## config.mk

```make
export PLATFORM = sky130hd
export DESIGN_NAME = bpgc_pattern
export DESIGN_NICKNAME = d
export VERILOG_FILES = /design/src/design/bpgc_pkg.sv /design/src/design/bpgc_pattern.sv
export SDC_FILE = /design/constraint.sdc
export NUM_CORES = 1
export LEC_CHECK = 0
export BUFFER_PORTS_ARGS = -buffer_cell sky130_fd_sc_hd__clkbuf_2
export CAP_MARGIN = 10
export CORE_ASPECT_RATIO = 1.2
export CORE_MARGIN = 4
export CORE_UTILIZATION = 51
export CTS_BUF_LIST = sky130_fd_sc_hd__clkbuf_4
export DETAILED_ROUTE_END_ITERATION = 10
export PLACE_DENSITY = 0.76
export SLEW_MARGIN = 25
export SYNTH_ARGS = -nofsm -noshare
export SYNTH_HDL_FRONTEND = slang
export SYNTH_SLANG_ARGS = --single-unit
```

## constraint.sdc

```tcl
create_clock -name clk -period 6.35 [get_ports clk]
set_clock_uncertainty 0.15 [all_clocks]
set_input_delay 1.27 -clock clk [delete_from_list [all_inputs] [get_ports clk]]
set_output_delay 1.27 -clock clk [all_outputs]
set_load 0.01 [all_outputs]
```

## src/design/bpgc_pkg.sv

```systemverilog
// ----------------------------------------------------------------------------
// bpgc_pkg
// Shared types, codes and the byte-wide LFSR function of the bit error rate
// pattern generator and checker.
// ----------------------------------------------------------------------------
package bpgc_pkg;

    localparam int unsigned PADDR_W   = 3;
    localparam int unsigned PDATA_W   = 32;
    localparam int unsigned MODE_W    = 3;
    localparam int unsigned LFSR_W    = 16;
    localparam int unsigned BYTE_W    = 8;
    localparam int unsigned ERR_W     = 4;
    localparam int unsigned COUNT_W   = 32;

    localparam logic REG_PATTERN_MODE = 1'b0;

    localparam logic [MODE_W-1:0] MODE_MARK       = 3'd0;
    localparam logic [MODE_W-1:0] MODE_SPACE      = 3'd1;
    localparam logic [MODE_W-1:0] MODE_ALT        = 3'd2;
    localparam logic [MODE_W-1:0] MODE_ONE_IN_8   = 3'd3;
    localparam logic [MODE_W-1:0] MODE_ONE_IN_16  = 3'd4;
    localparam logic [MODE_W-1:0] MODE_PRBS6      = 3'd5;
    localparam logic [MODE_W-1:0] MODE_PRBS7      = 3'd6;

    localparam logic [LFSR_W-1:0] PRBS_SEED  = 16'hAAAA;
    localparam logic [LFSR_W-1:0] PRBS6_TAPS = 16'h0021;
    localparam logic [LFSR_W-1:0] PRBS7_TAPS = 16'h0041;

    localparam logic [BYTE_W-1:0] BYTE_MARK  = 8'hFF;
    localparam logic [BYTE_W-1:0] BYTE_SPACE = 8'h00;
    localparam logic [BYTE_W-1:0] BYTE_ALT   = 8'hAA;
    localparam logic [BYTE_W-1:0] BYTE_PULSE = 8'h80;

    typedef struct packed {
        logic              op;
        logic [BYTE_W-1:0] rx_byte;
        logic              last;
    } bpgc_in_t;

    typedef struct packed {
        logic [BYTE_W-1:0]  ref_byte;
        logic [ERR_W-1:0]   byte_errors;
        logic [COUNT_W-1:0] block_errors;
        logic [COUNT_W-1:0] total_errors;
    } bpgc_out_t;

    typedef struct packed {
        logic [MODE_W-1:0] mode;
        logic              load;
        logic [MODE_W-1:0] load_mode;
    } bpgc_cfg_t;

    typedef struct packed {
        logic [LFSR_W-1:0] state;
        logic [BYTE_W-1:0] bits;
    } prbs_res_t;

    function automatic prbs_res_t prbs_byte(input logic [LFSR_W-1:0] state,
                                            input logic [LFSR_W-1:0] taps);
        prbs_res_t         res;
        logic [LFSR_W-1:0] s;
        logic              b;
        s = state;
        res.bits = '0;
        for (int i = 0; i < BYTE_W; i++)
        begin
            b = s[0];
            s = s >> 1;
            if (b)
            begin
                s = s ^ taps;
            end
            res.bits[i] = b;
        end
        res.state = s;
        return res;
    endfunction

endpackage

```

## src/design/bpgc_pattern.sv

```systemverilog
// ----------------------------------------------------------------------------
// bpgc_pattern
// Reference byte source: fixed patterns, the one-in-sixteen toggle and the
// PRBS6 and PRBS7 Galois LFSRs stepped eight bits per beat.
// ----------------------------------------------------------------------------
module bpgc_pattern (
    input  logic                          clk,
    input  logic                          rst_n,
    input  bpgc_pkg::bpgc_cfg_t           cfg,
    input  logic                          advance,
    output logic [bpgc_pkg::BYTE_W-1:0]   ref_byte
);
    import bpgc_pkg::*;

    logic [LFSR_W-1:0] pattern_reg;
    logic [LFSR_W-1:0] pattern_next;
    logic [LFSR_W-1:0] stepped;
    prbs_res_t         prbs6;
    prbs_res_t         prbs7;

    assign prbs6 = prbs_byte(pattern_reg, PRBS6_TAPS);
    assign prbs7 = prbs_byte(pattern_reg, PRBS7_TAPS);

    always_comb
    begin
        stepped  = pattern_reg;
        ref_byte = BYTE_SPACE;
        case (cfg.mode)
            MODE_MARK:      ref_byte = BYTE_MARK;
            MODE_SPACE:     ref_byte = BYTE_SPACE;
            MODE_ALT:       ref_byte = BYTE_ALT;
            MODE_ONE_IN_8:  ref_byte = BYTE_PULSE;
            MODE_ONE_IN_16:
            begin
                if (pattern_reg == '0)
                begin
                    ref_byte = BYTE_PULSE;
                    stepped  = LFSR_W'(1);
                end
                else
                begin
                    ref_byte = BYTE_SPACE;
                    stepped  = '0;
                end
            end
            MODE_PRBS6:
            begin
                ref_byte = prbs6.bits;
                stepped  = prbs6.state;
            end
            MODE_PRBS7:
            begin
                ref_byte = prbs7.bits;
                stepped  = prbs7.state;
            end
            default:
            begin
                ref_byte = BYTE_SPACE;
                stepped  = pattern_reg;
            end
        endcase
    end

    always_comb
    begin
        pattern_next = pattern_reg;
        if (cfg.load)
        begin
            if (cfg.load_mode inside {MODE_PRBS6, MODE_PRBS7})
            begin
                pattern_next = PRBS_SEED;
            end
            else
            begin
                pattern_next = '0;
            end
        end
        else if (advance)
        begin
            pattern_next = stepped;
        end
    end

    always_ff @(posedge clk or negedge rst_n)
    begin
        if (!rst_n)
        begin
            pattern_reg <= '0;
        end
        else
        begin
            pattern_reg <= pattern_next;
        end
    end

    // Fixed patterns never disturb the state register.
    a_fixed_hold: assert property (@(posedge clk) disable iff (!rst_n)
        advance && !cfg.load && (cfg.mode == MODE_MARK || cfg.mode == MODE_SPACE ||
        cfg.mode == MODE_ALT || cfg.mode == MODE_ONE_IN_8) |=> $stable(pattern_reg))
        else $error("pattern state changed in a fixed pattern mode");

    // The one-in-sixteen toggle only ever holds zero or one.
    a_toggle_range: assert property (@(posedge clk) disable iff (!rst_n)
        advance && !cfg.load && cfg.mode == MODE_ONE_IN_16 |=> pattern_reg <= LFSR_W'(1))
        else $error("one-in-sixteen state out of range");

endmodule

```

# Word-level counts from Yosys, hierarchy flattened
# Index checks and enable logic that the tools add are counted.
# totals
regBits	16
output_inout_bits	8
wordCells	53
# op_classes
n_eq_ne	7
mux	23
n_bitwise	16
n_reduce_logical	6
# op_table
op	n
$mux W7	8
$mux W16	3
$mux W6	8
$pmux W16 S3	1
$pmux W8 S6	1
$not A2 Y2	16
$logic_not A16 Y1	1
$eq A3 B3 Y1 const B	5
$mux W8	1
$eq A3 B2 Y1 const B	2
$reduce_bool A2 Y1	2
$reduce_bool A4 Y1	1
$logic_not A3 Y1	1
$reduce_and A2 Y1	1
$mux W1	1

# Depth between registers and ports, before layout
# Gate-level depths: netlist of run 1.
# depth
depth_word	19
depth_mapped	9
mapped_depth_nobuf	7

# Least setup slack after synthesis of run 1
# No wires, ideal clock.
# synth_timing
kind	input -> output
start	in cfg[4] in the netlist's numbering
end	out ref_byte[7] in the netlist's numbering
arrival_ps	2077
t_required_ps	4930
setup_slack_ps	2853
cell_stages	6
path_buffers	1
path_cell_list	buf_6 -> nor2_1 -> nand2_1 -> nor4_1 -> a31oi_1 -> o221ai_1
# synth_between
elab_chain_cells	2
# synth_lines
item	line_no	text
from (decl)	bpgc_pattern.sv:9	input bpgc_pkg::bpgc_cfg_t cfg,
$eq A3 B3 Y1, or another cell as far along	bpgc_pattern.sv:28	case (cfg.mode)
$pmux W8 S6 (*)	bpgc_pattern.sv:28	
to (decl)	bpgc_pattern.sv:11	output logic [bpgc_pkg::BYTE_W-1:0] ref_byte
# Every way passes the cells marked *; elsewhere a longest branch is shown, timed or not.

# Worst setup path in the final report of run 1
# Same ends and word-level chain as after synthesis.

==> results list, run 1 <==
* Clock tree from TritonCTS: yes
- In the synthesized netlist the dominant register cell turns out to be dfrtp_1.
- Max-Cap Viols: 0
- The share of total power dissipated in sequential elements is 25.5%.
* Share of final-layout standard cells stronger than drive strength 1: between 20% and 30%
- The worst setup path is captured at an output port.
* Maximum number of pins on one net before global-route repair: 13
- The floorplan has 17 rows.
* Number of warnings issued by yosys: 0
- Antenna violations before repair: 0
- CTS Hold Bufs: 0
- The number of cells on the worst reg-to-reg path is 7.
* Part of the cycle the worst path needs: 59.5%
* Instance count along the most critical hold path: 1
- In the routed design, unresolved DRC markers number 0.
- R2R Path End: pattern_reg[3]
- CTS buffer count: 3
- Worst EP required: 4.93 ns
- Outcome: finished clean
* Number of cells in the finished layout apart from fillers: roughly 150
- In this run the cell area of the synthesized design comes to approximately 1000 um2.
* Worst skew pair latency: around 0.25 ns
- Routability-driven placement finished with a final weighted congestion of 0.936.
- Setup repair after global routing left no endpoint under its margin.
- For flop-to-flop paths, the worst setup slack is 3.83 ns.
- Ranking of synthesized cells by area: dfrtp_1 22%, xnor2_1 10%, xor2_1 5.9%, buf_6 5.4%, nand2_1 5.1%
- Wire length of the first global-routing pass: about 3800 um
* Startpoint of the tightest hold check path: pattern_reg[1]
- Final-layout worst hold slack: around 0.39 ns
- Psw: between 100 and 150 uW
- Aggregate global-route resource usage: between 10% and 20%
- IO Port Bufs: 17
- Clock network power share: between 15 and 20%
- Cells fill approximately 58% of the core in the end.
- The register with the most flip-flops in the layout has 9 of them.
- P_int: around 170 uW
* Number of placed I/O pins: 18
* Worst path arrival time: between 2 and 2.5 ns
- Summing over every cut layer, the via total after detailed routing is 900.
- Detailed placement ended at an HPWL of around 1800 um.
* Sinks on Clock Net: 9
* Cell leakage power: around 0.48 nW
- In this run the post-CTS setup repair buffer count came out at 0.
* Maximum root-to-sink buffer count: 2
- Dividing total power by cell area gives a power density of between 200 and 300 nW/um2.
- Combinational logic burns approximately 59% of the power.
- Synthesis handed over a netlist of 122 instances.
- Number of H-tree branching levels: 1
- Remaining Overflow, GRT: 0
- The total area inside the core boundary comes to around 1900 um2.
* Ant. Diodes: 0
- Commonest non-fill, non-tap cell in the layout: clkbuf_2
- Fmax: ~260 MHz
- Dpl cells: between 100 and 150
- P&R area growth vs syn: 5.30%
- Post-Synthesis Mean Instance Area: roughly 8.5 um2
- After synthesis the netlist holds a flip-flop and latch count of 9.
- Summing the sequential cell areas from Yosys gives 21.7% of the chip area.
* Initial Util: between 50% and 60%
- In this run, synthesis inferred 0 flip-flops with an integrated enable.
* Number of gates resized after CTS: 0
- Setup total negative slack on the finished layout was measured at 0 ns.
- Peak fanout along the critical path: 12
- After detailed routing, the average wire length per cell comes to 14.7 um.
- The worst hold path terminates at pattern_reg[1].
* Slew @ Worst Pin: around 0.69 ns
* Largest area contributor in the netlist: dfrtp_1
- Setup violations remaining at the end of the flow were counted as 0.
* Switching Fraction: 43.1%
- The count of nets left with antenna violations once routing finished came out at 0.
- STA classifies the critical path startpoint as a primary input.
- Post-synth net total: 133
- Horizontal die dimension: around 49 um
* # nets final: approximately 150
* Via count of the first global-routing pass: 862
- Summed over all layers, the routed wires come to 2240 um.
- Measured against its own limit, the worst slew margin works out to approximately 54%.
- The top cell type by area accounts for between 20% and 30% of the synthesized area.
* Final-report hold violation count: 0
- Critical path start-end classification: in2out
- The die is between 50 and 60 um tall.
* Count of unique library cells instantiated by Yosys: 45
* Number of DRC violations after detailed-routing iteration 0: 19
- Clock-pin slew was measured on the worst setup and hold paths at 0.05 ns.
- Full die area: between 2000 and 3000 um2
* Pins over their slew limit: 0
- In this run the clock root is driven by a clkbuf_4.
- After layout, the minimum clock period comes to 3.78 ns.
- Launching point of the worst reg2reg path: pattern_reg[0]
* Filler cell count: 171
* Worst vdd ir: between 150 and 200 uV
- Highest-count cells in the layout ignoring fill and taps: 17 x clkbuf_2, 14 x nand2_1, 12 x xnor2_1
- Before antenna repair, the detailed router went through 4 iterations.
- Hold Crit Class: reg2reg
- Counting flops with an async set or reset pin after synthesis yields a share of 100%.
* Average via count per standard cell: 5.92
cell type report:
cell class / count / area [um2] / share of cell area (%)
multi-input combinational: 99 / 714 / 65.3
sequential: 9 / 225 / 20.6
timing repair buffer: 17 / 85.1 / 7.78
clock buffer: 4 / 30.0 / 2.75
tap: 19 / 23.8 / 2.17
inverter: 4 / 15.0 / 1.37
how the worst max path moves through the flow:
stage	start	end	cells past startpoint
after detailed placement	cfg[5]	ref_byte[6]	6
after global routing	pattern_reg[0]	ref_byte[6]	7
after floorplan	cfg[4]	ref_byte[7]	6
final	cfg[4]	ref_byte[7]	7
after global placement	cfg[4]	ref_byte[7]	7
after CTS	pattern_reg[0]	ref_byte[6]	7
power groups by stage:
stage	Combinational [mW]	Clock [mW]	Sequential, mW
floorplan	0.146	0	0.0692
global placement	0.168	0	0.0744
detailed placement	0.171	0	0.0747
CTS	0.171	0.0480	0.0737
global route	0.186	0.0510	0.0749
finish	0.171	0.0453	0.0740
worst max-delay path, cell delays in order:
cell	delay (ns)
clkbuf_2	0.17
nor2_1	0.13
nand2_1	0.06
nor4_1	0.29
a31oi_1	0.08
o221ai_1	0.19
clkbuf_2	0.16
kinds of logic (layout without fill, tap and decap cells):
family | after synthesis | count (layout) | share of synthesized area (%)
AO/OA/AOI/OAI | 32 | 32 | 22.5
XOR/XNOR | 23 | 23 | 24.1
adder cells (fa/ha/maj) | 2 | 2 | 2.17
buffers and inverters | 14 | 25 | 9.52
flip-flops | 9 | 9 | 21.7
multiplexers | 1 | 1 | 0.964
AND/OR/NAND/NOR | 41 | 41 | 19.0
cells in the mapped netlist (2+ instances only):
cell,count
o2111ai_1,2
dfrtp_1,9
buf_6,5
inv_1,4
o21ai_0,6
o21a_1,3
a21oi_1,2
o211a_1,2
nand3_1,3
a31oi_1,3
and2_1,2
a32oi_1,3
o22ai_1,2
xor2_1,7
o21bai_1,2
xnor2_1,12
nor2b_1,4
nor4_1,2
nor2_1,9
nand2_1,14
and3_1,2
metal layers:
metal	wire [um]	track usage, %
met3	167	2.87
met5	0	0
met1	931	19.7
met2	1100	29.1
met4	37	8.94
per-stage QoR:
stage	power [mW]	setup WS [ns]	area (um2)
2_1_floorplan	0.215	2.85	1040
3_3_place_gp	0.243	2.62	1060
3_5_place_dp	0.245	2.60	1060
4_1_cts	0.293	2.55	1090
5_1_grt	0.312	2.44	1090
6_report	0.290	2.57	1090
(Power assumes the default switching activity.)
==> inputs of run 2 (changes only) <==
- ABC_AREA: default -> 1
- clock period: 6.35 -> 3.65 ns (I/O delays scaled with it)
==> results list, run 2 <==
- Largest area contributor in the netlist: dfrtp_1 (unchanged)
- Average via count per standard cell: 5.80 (was 5.92)
- The total routing usage reported by global routing was 21.7% (was 16.8%).
- The area overhead of the layout relative to synthesis came to 14.1% (was 5.30%).
- The final critical path takes up 92.8% of the cycle.
- #FFs+latches synth: 9 (unchanged)
- Antenna-violating nets left: 0 (unchanged)
- The sequential cell area came to 225 um2 (unchanged).
* Total area of multi-input combinational cells: 649 um2 (was 714 um2)
- Sum Neg Setup Slack: 0 ns (unchanged)
- # nets final: 174 (was 145)
* Area share of the largest cell type after synthesis: 23.3% (was 21.7%)
- The die height came to 55.7 um (was 57.4 um).
- RSZ-0062 raised after global routing: false (unchanged).
* Number of enable-type register cells in the synthesized netlist: 0 (unchanged)
* Number of cells on the worst reg-to-reg path: 16 (was 7)
* Commonest non-fill, non-tap cell in the layout: nand3_1 (was clkbuf_2)
- The clock latency on the worst-skew pair was 0.26 ns (was 0.25 ns).
- The largest net degree at the start of global routing is 10 (was 13).
- The post-placement cell area was 1080 um2 (was 1060 um2).
* Critical path destination: ref_byte[7] (unchanged)
* DRC violation count after routing: 0 (unchanged)
- The number of sinks on the clock net came to 9 (unchanged).
- Highest-count cells in the layout ignoring fill and taps: 24 x nand3_1, 22 x inv_1, 22 x nand2_1 (was 17 x clkbuf_2, 14 x nand2_1, 12 x xnor2_1)
* Grt met3 use: 2.27% (was 2.87%)
* Router iterations before antenna repair: 4 (unchanged)
- Total vias in the final route: 1049 (was 900)
* Min cycle time layout: between 3 and 4 ns
* Post-synth net total: 152 (was 133)
* R2R Path End: pattern_reg[0] (was pattern_reg[3])
- Most frequent cells after synthesis: 24 x nand3_1, 22 x inv_1, 22 x nand2_1 (was 14 x nand2_1, 12 x xnor2_1, 9 x dfrtp_1, 9 x nor2_1, 7 x xor2_1).
- The leakage power was 0.574 nW (was 0.479 nW).
- Horizontal die dimension: 47.8 um (was 49.2 um)
- The number of max-cap violations is 0 (unchanged).
- The core footprint is 1830 um2 (was 1890 um2).
- CTS root buf: clkbuf_4 (unchanged)
- The cts-stage hold buffer count came to 0 (unchanged).
- The detailed placement HPWL is 2210 um (was 1830 um).
- Launching point of the worst reg2reg path: pattern_reg[0] (unchanged)
- Share of final-layout standard cells stronger than drive strength 1: 27.2% (was 20.3%)
* CTS buffer count: 3 (unchanged)
- Number of DRC violations after detailed-routing iteration 0: 32 (was 19)
* R2R setup slack: 1.22 ns (was 3.83 ns)
* Final-report setup violation count: 0 (unchanged)
- Number of placed I/O pins: 18 (unchanged)
- The number of standard-cell rows in the floorplan was 17 (unchanged).
- Worst EP required: 2.77 ns (was 4.93 ns)
* Worst path arrival time: 2.51 ns (was 2.36 ns)
- The CTS tree is yes (unchanged).
* Initial Util: 52.9% (was 54.9%)
- Critical path startpoint category: flip-flop (was primary input)
- Count of unique library cells instantiated by Yosys: 25 (was 45)
- The setup fix buffers added after clock tree synthesis came to 0 (unchanged).
- The cell area power density is 379 nW/um2 (was 265 nW/um2).
- The mean instance size in the synthesized netlist was 6.87 um2 (was 8.51 um2).
- The dominant synthesized flop cell is dfrtp_1 (unchanged).
- Hold Crit Class: in2async (was reg2reg)
- Crit end category: output port (unchanged)
- Routed wire length per instance: 14.2 um (was 14.7 um)
- Dpl cells: 177 (was 148)
- The leftover overflow at the end of global routing is 0 (unchanged).
- Most numerous cell in the Yosys netlist: nand3_1 (was nand2_1)
* Number of cells in the finished layout apart from fillers: 181 (was 152)
- The final-report hold violation count is 0 (unchanged).
- Outcome: finished clean (unchanged).
* Number of gates resized after CTS: 0 (unchanged)
* Peak fanout along the critical path: 5 (was 12)
- The placer congestion estimate was 0.922 (was 0.936).
* Met2 track demand over resource: 35.2% (was 29.1%)
* Summed area of non-filler cells in the final layout: 1100 um2 (was 1090 um2)
* Number of H-tree branching levels: 1 (unchanged)
- The total detailed-routing wirelength came to 2570 um (was 2240 um).
- The count of input and output buffers was 17 (unchanged).
* Post-synthesis instance area: 968 um2 (was 1040 um2)
- Maximum root-to-sink buffer count: 2 (unchanged)
- Gate count after technology mapping: 141 (was 122)
- The start-to-end type of the worst setup path was reg2out (was in2out).
- The maximum resistive drop on vdd is 285 uV (was 180 uV).
* Antenna violations before repair: 0 (unchanged)
* Pins over their slew limit: 0 (unchanged)
- Largest register FFs: 9 (unchanged)
- Via count of the first global-routing pass: 951 (was 862)
- Timing would allow up to 295 MHz.
- Full die area: 2660 um2 (was 2830 um2)
- The global-route wire length before repair is 4250 um (was 3750 um).
* CP startpoint: pattern_reg[0] (was cfg[4])
- The clock transition at the register clock pins on the worst setup and hold paths after CTS was 0.06 ns (was 0.05 ns).
* Slew @ Worst Pin: 0.480 ns (was 0.688 ns)
* Filler cell count: 179 (was 171)
* Global routing's busiest layer: met2 (unchanged)
- Ranking of synthesized cells by area: dfrtp_1 23%, nand3_1 12%, inv_1 8.5%, nand2_1 8.5%, o21ai_0 7.2% (was dfrtp_1 22%, xnor2_1 10%, xor2_1 5.9%, buf_6 5.4%, nand2_1 5.1%)
- Post-synthesis sequential area ratio: 23.3% (was 21.7%)
- Ant. Diodes: 0 (unchanged)
* Number of warnings issued by yosys: 0 (unchanged)
- Rel. slew slack: 67.9% (was 54.1%)
- The proportion of register bits with asynchronous set or reset after synthesis came to 100% (unchanged).
* Met1 track utilization from global routing: 27.4% (was 19.7%)
## run 2: changes by cell type in the layout (fill, tap and decap cells not counted), moves of 5 or more
| cell | change |
|---|---|
| xnor2_1 | -10 |
| o21ai_0 | +8 |
| nand2_2 | +8 |
| nand2_1 | +8 |
| nand3_1 | +21 |
| inv_1 | +18 |
| nand3_2 | +5 |
## run 2: report_power, final
part           switching, mW  total (mW)  internal [mW]  leakage [nW]
Sequential            0.0120       0.120          0.108         0.117
Clock                 0.0337      0.0740         0.0403        0.0177
Combinational          0.147       0.225         0.0782         0.439
## run 2: worst min path at each step
stage	start	to	slack, ns	cells past startpoint
2_1_floorplan	rst_n	pattern_reg[0]	0.28	0
6_report	rst_n	pattern_reg[13]	0.16	1
4_1_cts	rst_n	pattern_reg[0]	0.16	1
3_5_place_dp	pattern_reg[1]	pattern_reg[1]	0.42	2
3_3_place_gp	pattern_reg[1]	pattern_reg[1]	0.40	2
5_1_grt	rst_n	pattern_reg[13]	0.16	1
## run 2: layout make-up
class                      instances  area share (%)
timing repair buffer              17            7.70
clock buffer                       3            2.04
sequential                         9            20.4
clock inverter                     1           0.453
inverter                          25            8.49
tap                               19            2.15
multi-input combinational        107            58.8
## run 2: critical path, cell delays in order, from the launching register on
cell and delay [ns]:
dfrtp_1 0.42, inv_1 0.07, ha_1 0.36, inv_2 0.09, nand2_2 0.07, nand2_2 0.12, nand2_4 0.07, nand3_2 0.11
nand2_4 0.08, nand2_4 0.09, nand2_4 0.07, inv_2 0.06, nand2_2 0.05, nand2_2 0.09, xor2_1 0.18, nand2_1 0.07
o2111ai_1 0.08, clkbuf_2 0.16
## run 2: kinds of logic after synthesis
kind of cell	Yosys count	share of synthesized area (%)
compound gates	24	14.7
simple gates	76	45.6
xor+xnor	6	5.43
buf+inv	25	9.69
flops	9	23.3
fa+ha+maj	1	1.29
## run 2: per-layer routing
metal	wire length, um	vias to the layer above
li1	-	517
met1	1030	492
met2	1380	34
met3	111	6
met4	51	0
met5	0	-
## run 2: through the flow
| stage | hold WS (ns) | total power [mW] | utilization (%) | setup WS (ns) |
|---|---|---|---|---|
| 2_1_floorplan | 0.284 | 0.291 | - | 0.834 |
| 3_3_place_gp | 0.396 | 0.336 | 58.9 | 0.648 |
| 3_5_place_dp | 0.417 | 0.344 | 58.9 | 0.548 |
| 4_1_cts | 0.157 | 0.422 | 60.4 | 0.255 |
| 5_1_grt | 0.161 | 0.453 | 60.4 | 0.0306 |
| 6_report | 0.163 | 0.419 | 60.4 | 0.264 |
==> inputs of run 3 (changes only) <==
- MAX_ROUTING_LAYER: default -> met4
==> results list, run 3 (synthesized netlist as in run 2, its figures left out) <==
- Outcome: finished clean (unchanged)
* # nets final: 174 (unchanged)
* Total area of multi-input combinational cells: 649 um2 (unchanged)
- The CTS tree is yes (unchanged).
- The final core area utilization was 60.5% (was 60.4%).
- The via count of the first global-routing pass was 976 (was 951).
- Average via count per standard cell: 5.55 (was 5.80)
- Worst skew pair latency: 0.25 ns (was 0.26 ns)
- The startpoint type of the worst setup path is a flip-flop (unchanged).
* Critical path destination: ref_byte[7] (unchanged)
- Pwr Total: 421 uW (was 419 uW)
- The worst min-delay path class was in2async (unchanged).
- Remaining Overflow, GRT: 0 (unchanged)
- The post-route setup TNS was 0 ns (unchanged).
- The critical path required time is 2.77 ns (about the same).
- Highest-count cells in the layout ignoring fill and taps: 24 x nand3_1, 22 x inv_1, 22 x nand2_1 (unchanged)
- Power density cells: 380 nW/um2 (was 379 nW/um2)
* Number of H-tree branching levels: 1 (unchanged)
- The largest net degree at the start of global routing is 10 (unchanged).
- The share of post-route cells with drive strength above 1 was 27.2% (unchanged).
- Largest register FFs: 9 (unchanged)
* Crit end category: output port (unchanged)
- The clock transition at the register clock pins on the worst setup and hold paths after CTS came to 0.06 ns (about the same).
* Met1 wire length: 1030 um (about the same)
- Slew @ Worst Pin: 0.482 ns (was 0.480 ns)
* Dpl cells: 177 (unchanged)
* Post-CTS Setup Inserts: 0 (unchanged)
* DRC violation count after routing: 0 (unchanged)
- Rel. slew slack: 67.8% (was 67.9%)
- R2R setup slack: 1.24 ns (was 1.22 ns)
- Core region area: 1830 um2 (unchanged)
- The placer congestion estimate came to 0.984 (was 0.922).
- Final-report setup violation count: 0 (unchanged)
- The worst reg2reg path endpoint is pattern_reg[5] (was pattern_reg[0]).
* CTS buffer count: 3 (unchanged)
- The leakage power was 0.574 nW (about the same).
- Commonest non-fill, non-tap cell in the layout: nand3_1 (unchanged)
- The number of standard-cell rows in the floorplan came to 17 (unchanged).
- The number of sinks on the clock net was 9 (unchanged).
- The total detailed-routing wirelength is 2450 um (was 2570 um).
- Final-report hold violation count: 0 (unchanged)
- The number of primary I/O pins is 18 (unchanged).
- The chip width came to 47.8 um (unchanged).
- Ant. Diodes: 0 (unchanged)
* RSZ-0062 raised after global routing: false (unchanged)
* Critical path start-end classification: reg2out (unchanged)
- Aggregate global-route resource usage: 22.1% (was 21.7%)
- Worst path arrival time: 2.52 ns (was 2.51 ns)
* Initial Util: 52.9% (unchanged)
- The worst setup slack after placement was 0.545 ns (was 0.548 ns).
- Post-DP HPWL: 2100 um (was 2210 um)
* Number of gates resized after CTS: 0 (unchanged)
* Placed inst area: 1080 um2 (unchanged)
- Wire length on met2: 1290 um (was 1380 um)
- Routed wire length per instance: 13.5 um (was 14.2 um)
* Worst path setup slack after routing: 0.249 ns (was 0.264 ns)
- Final-layout worst hold slack: 0.165 ns (was 0.163 ns)
* Number of cells on the worst reg-to-reg path: 15 (was 16)
- The total number of vias is 1005 (was 1049).
* Maximum root-to-sink buffer count: 2 (unchanged)
- The shortest clock period the worst path allows after layout was 3.40 ns (was 3.39 ns).
- The global-route wire length before repair is 4260 um (was 4250 um).
- The final cycle utilization of the critical path is 93.2% (was 92.8%).
* Chip height: 55.7 um (unchanged)
- The root buffer selected by CTS was clkbuf_4 (unchanged).
- The total non-filler cell area in the finished layout came to 1110 um2 (was 1100 um2).
- Max-Cap Viols: 0 (unchanged)
- Antenna-violating nets left: 0 (unchanged)
* Number of cells in the finished layout apart from fillers: 181 (unchanged)
- Fmax: 294 MHz (was 295 MHz)
* Peak fanout along the critical path: 5 (unchanged)
- The total die area is 2660 um2 (unchanged).
- Launching point of the worst reg2reg path: pattern_reg[0] (unchanged)
- The number of fill cells in the layout was 196 (was 179).
- Pins over their slew limit: 0 (unchanged)
- Wire length on met3: 103 um (was 111 um)
- P&R area growth vs syn: 14.3% (was 14.1%)
* Uppermost signal routing layer after detailed routing: met4 (unchanged)
- Antenna violations before repair: 0 (unchanged)
- IO Port Bufs: 17 (unchanged)
- The sequential cell area was 225 um2 (unchanged).
- The number of iterations in the first detailed-routing pass is 4 (unchanged).
- The detailed router's first-iteration violation count was 28 (was 32).
- CP startpoint: pattern_reg[0] (unchanged)
- The cts-stage hold buffer count came to 0 (unchanged).
- Worst vdd ir: 197 uV (was 285 uV)
## run 3: layer usage
metal / up-vias / track usage, %
li1: 512 / -
met1: 463 / 29.5
met2: 28 / 33.8
met3: 2 / 1.94
met4: 0 / 8.08
met5: - / -
## run 3: worst max-delay path, cell delays in order (launching register included)
cell and delay [ns]:
dfrtp_1 0.41, inv_1 0.08, ha_1 0.37, inv_2 0.09
nand2_2 0.07, nand2_2 0.12, nand2_4 0.07, nand3_2 0.11
nand2_4 0.08, nand2_4 0.08, nand2_4 0.07, inv_2 0.06
nand2_2 0.05, nand2_2 0.09, xor2_1 0.19, nand2_1 0.07
o2111ai_1 0.08, clkbuf_2 0.16
## run 3: how the worst min path moves through the flow
| stage | startpoint | end | depth (start not counted) |
|---|---|---|---|
| floorplan | rst_n | pattern_reg[0] | 0 |
| global placement | pattern_reg[1] | pattern_reg[1] | 2 |
| detailed placement | pattern_reg[1] | pattern_reg[1] | 2 |
| CTS | rst_n | pattern_reg[13] | 1 |
| global route | rst_n | pattern_reg[13] | 1 |
| finish | rst_n | pattern_reg[13] | 1 |
## run 3: area by class of cell
cell class | count | share of cell area (%)
Multi-Input combinational cell | 107 | 58.6
Sequential cell | 9 | 20.3
Inverter | 25 | 8.47
Timing Repair Buffer | 17 | 7.68
Clock buffer | 4 | 2.71
Tap cell | 19 | 2.15
## run 3: power breakdown
part           switching [mW]  leakage, nW  internal, mW
clock                  0.0300       0.0184        0.0492
combinational           0.144        0.439        0.0781
sequential             0.0119        0.117         0.108
total                   0.186        0.574         0.235
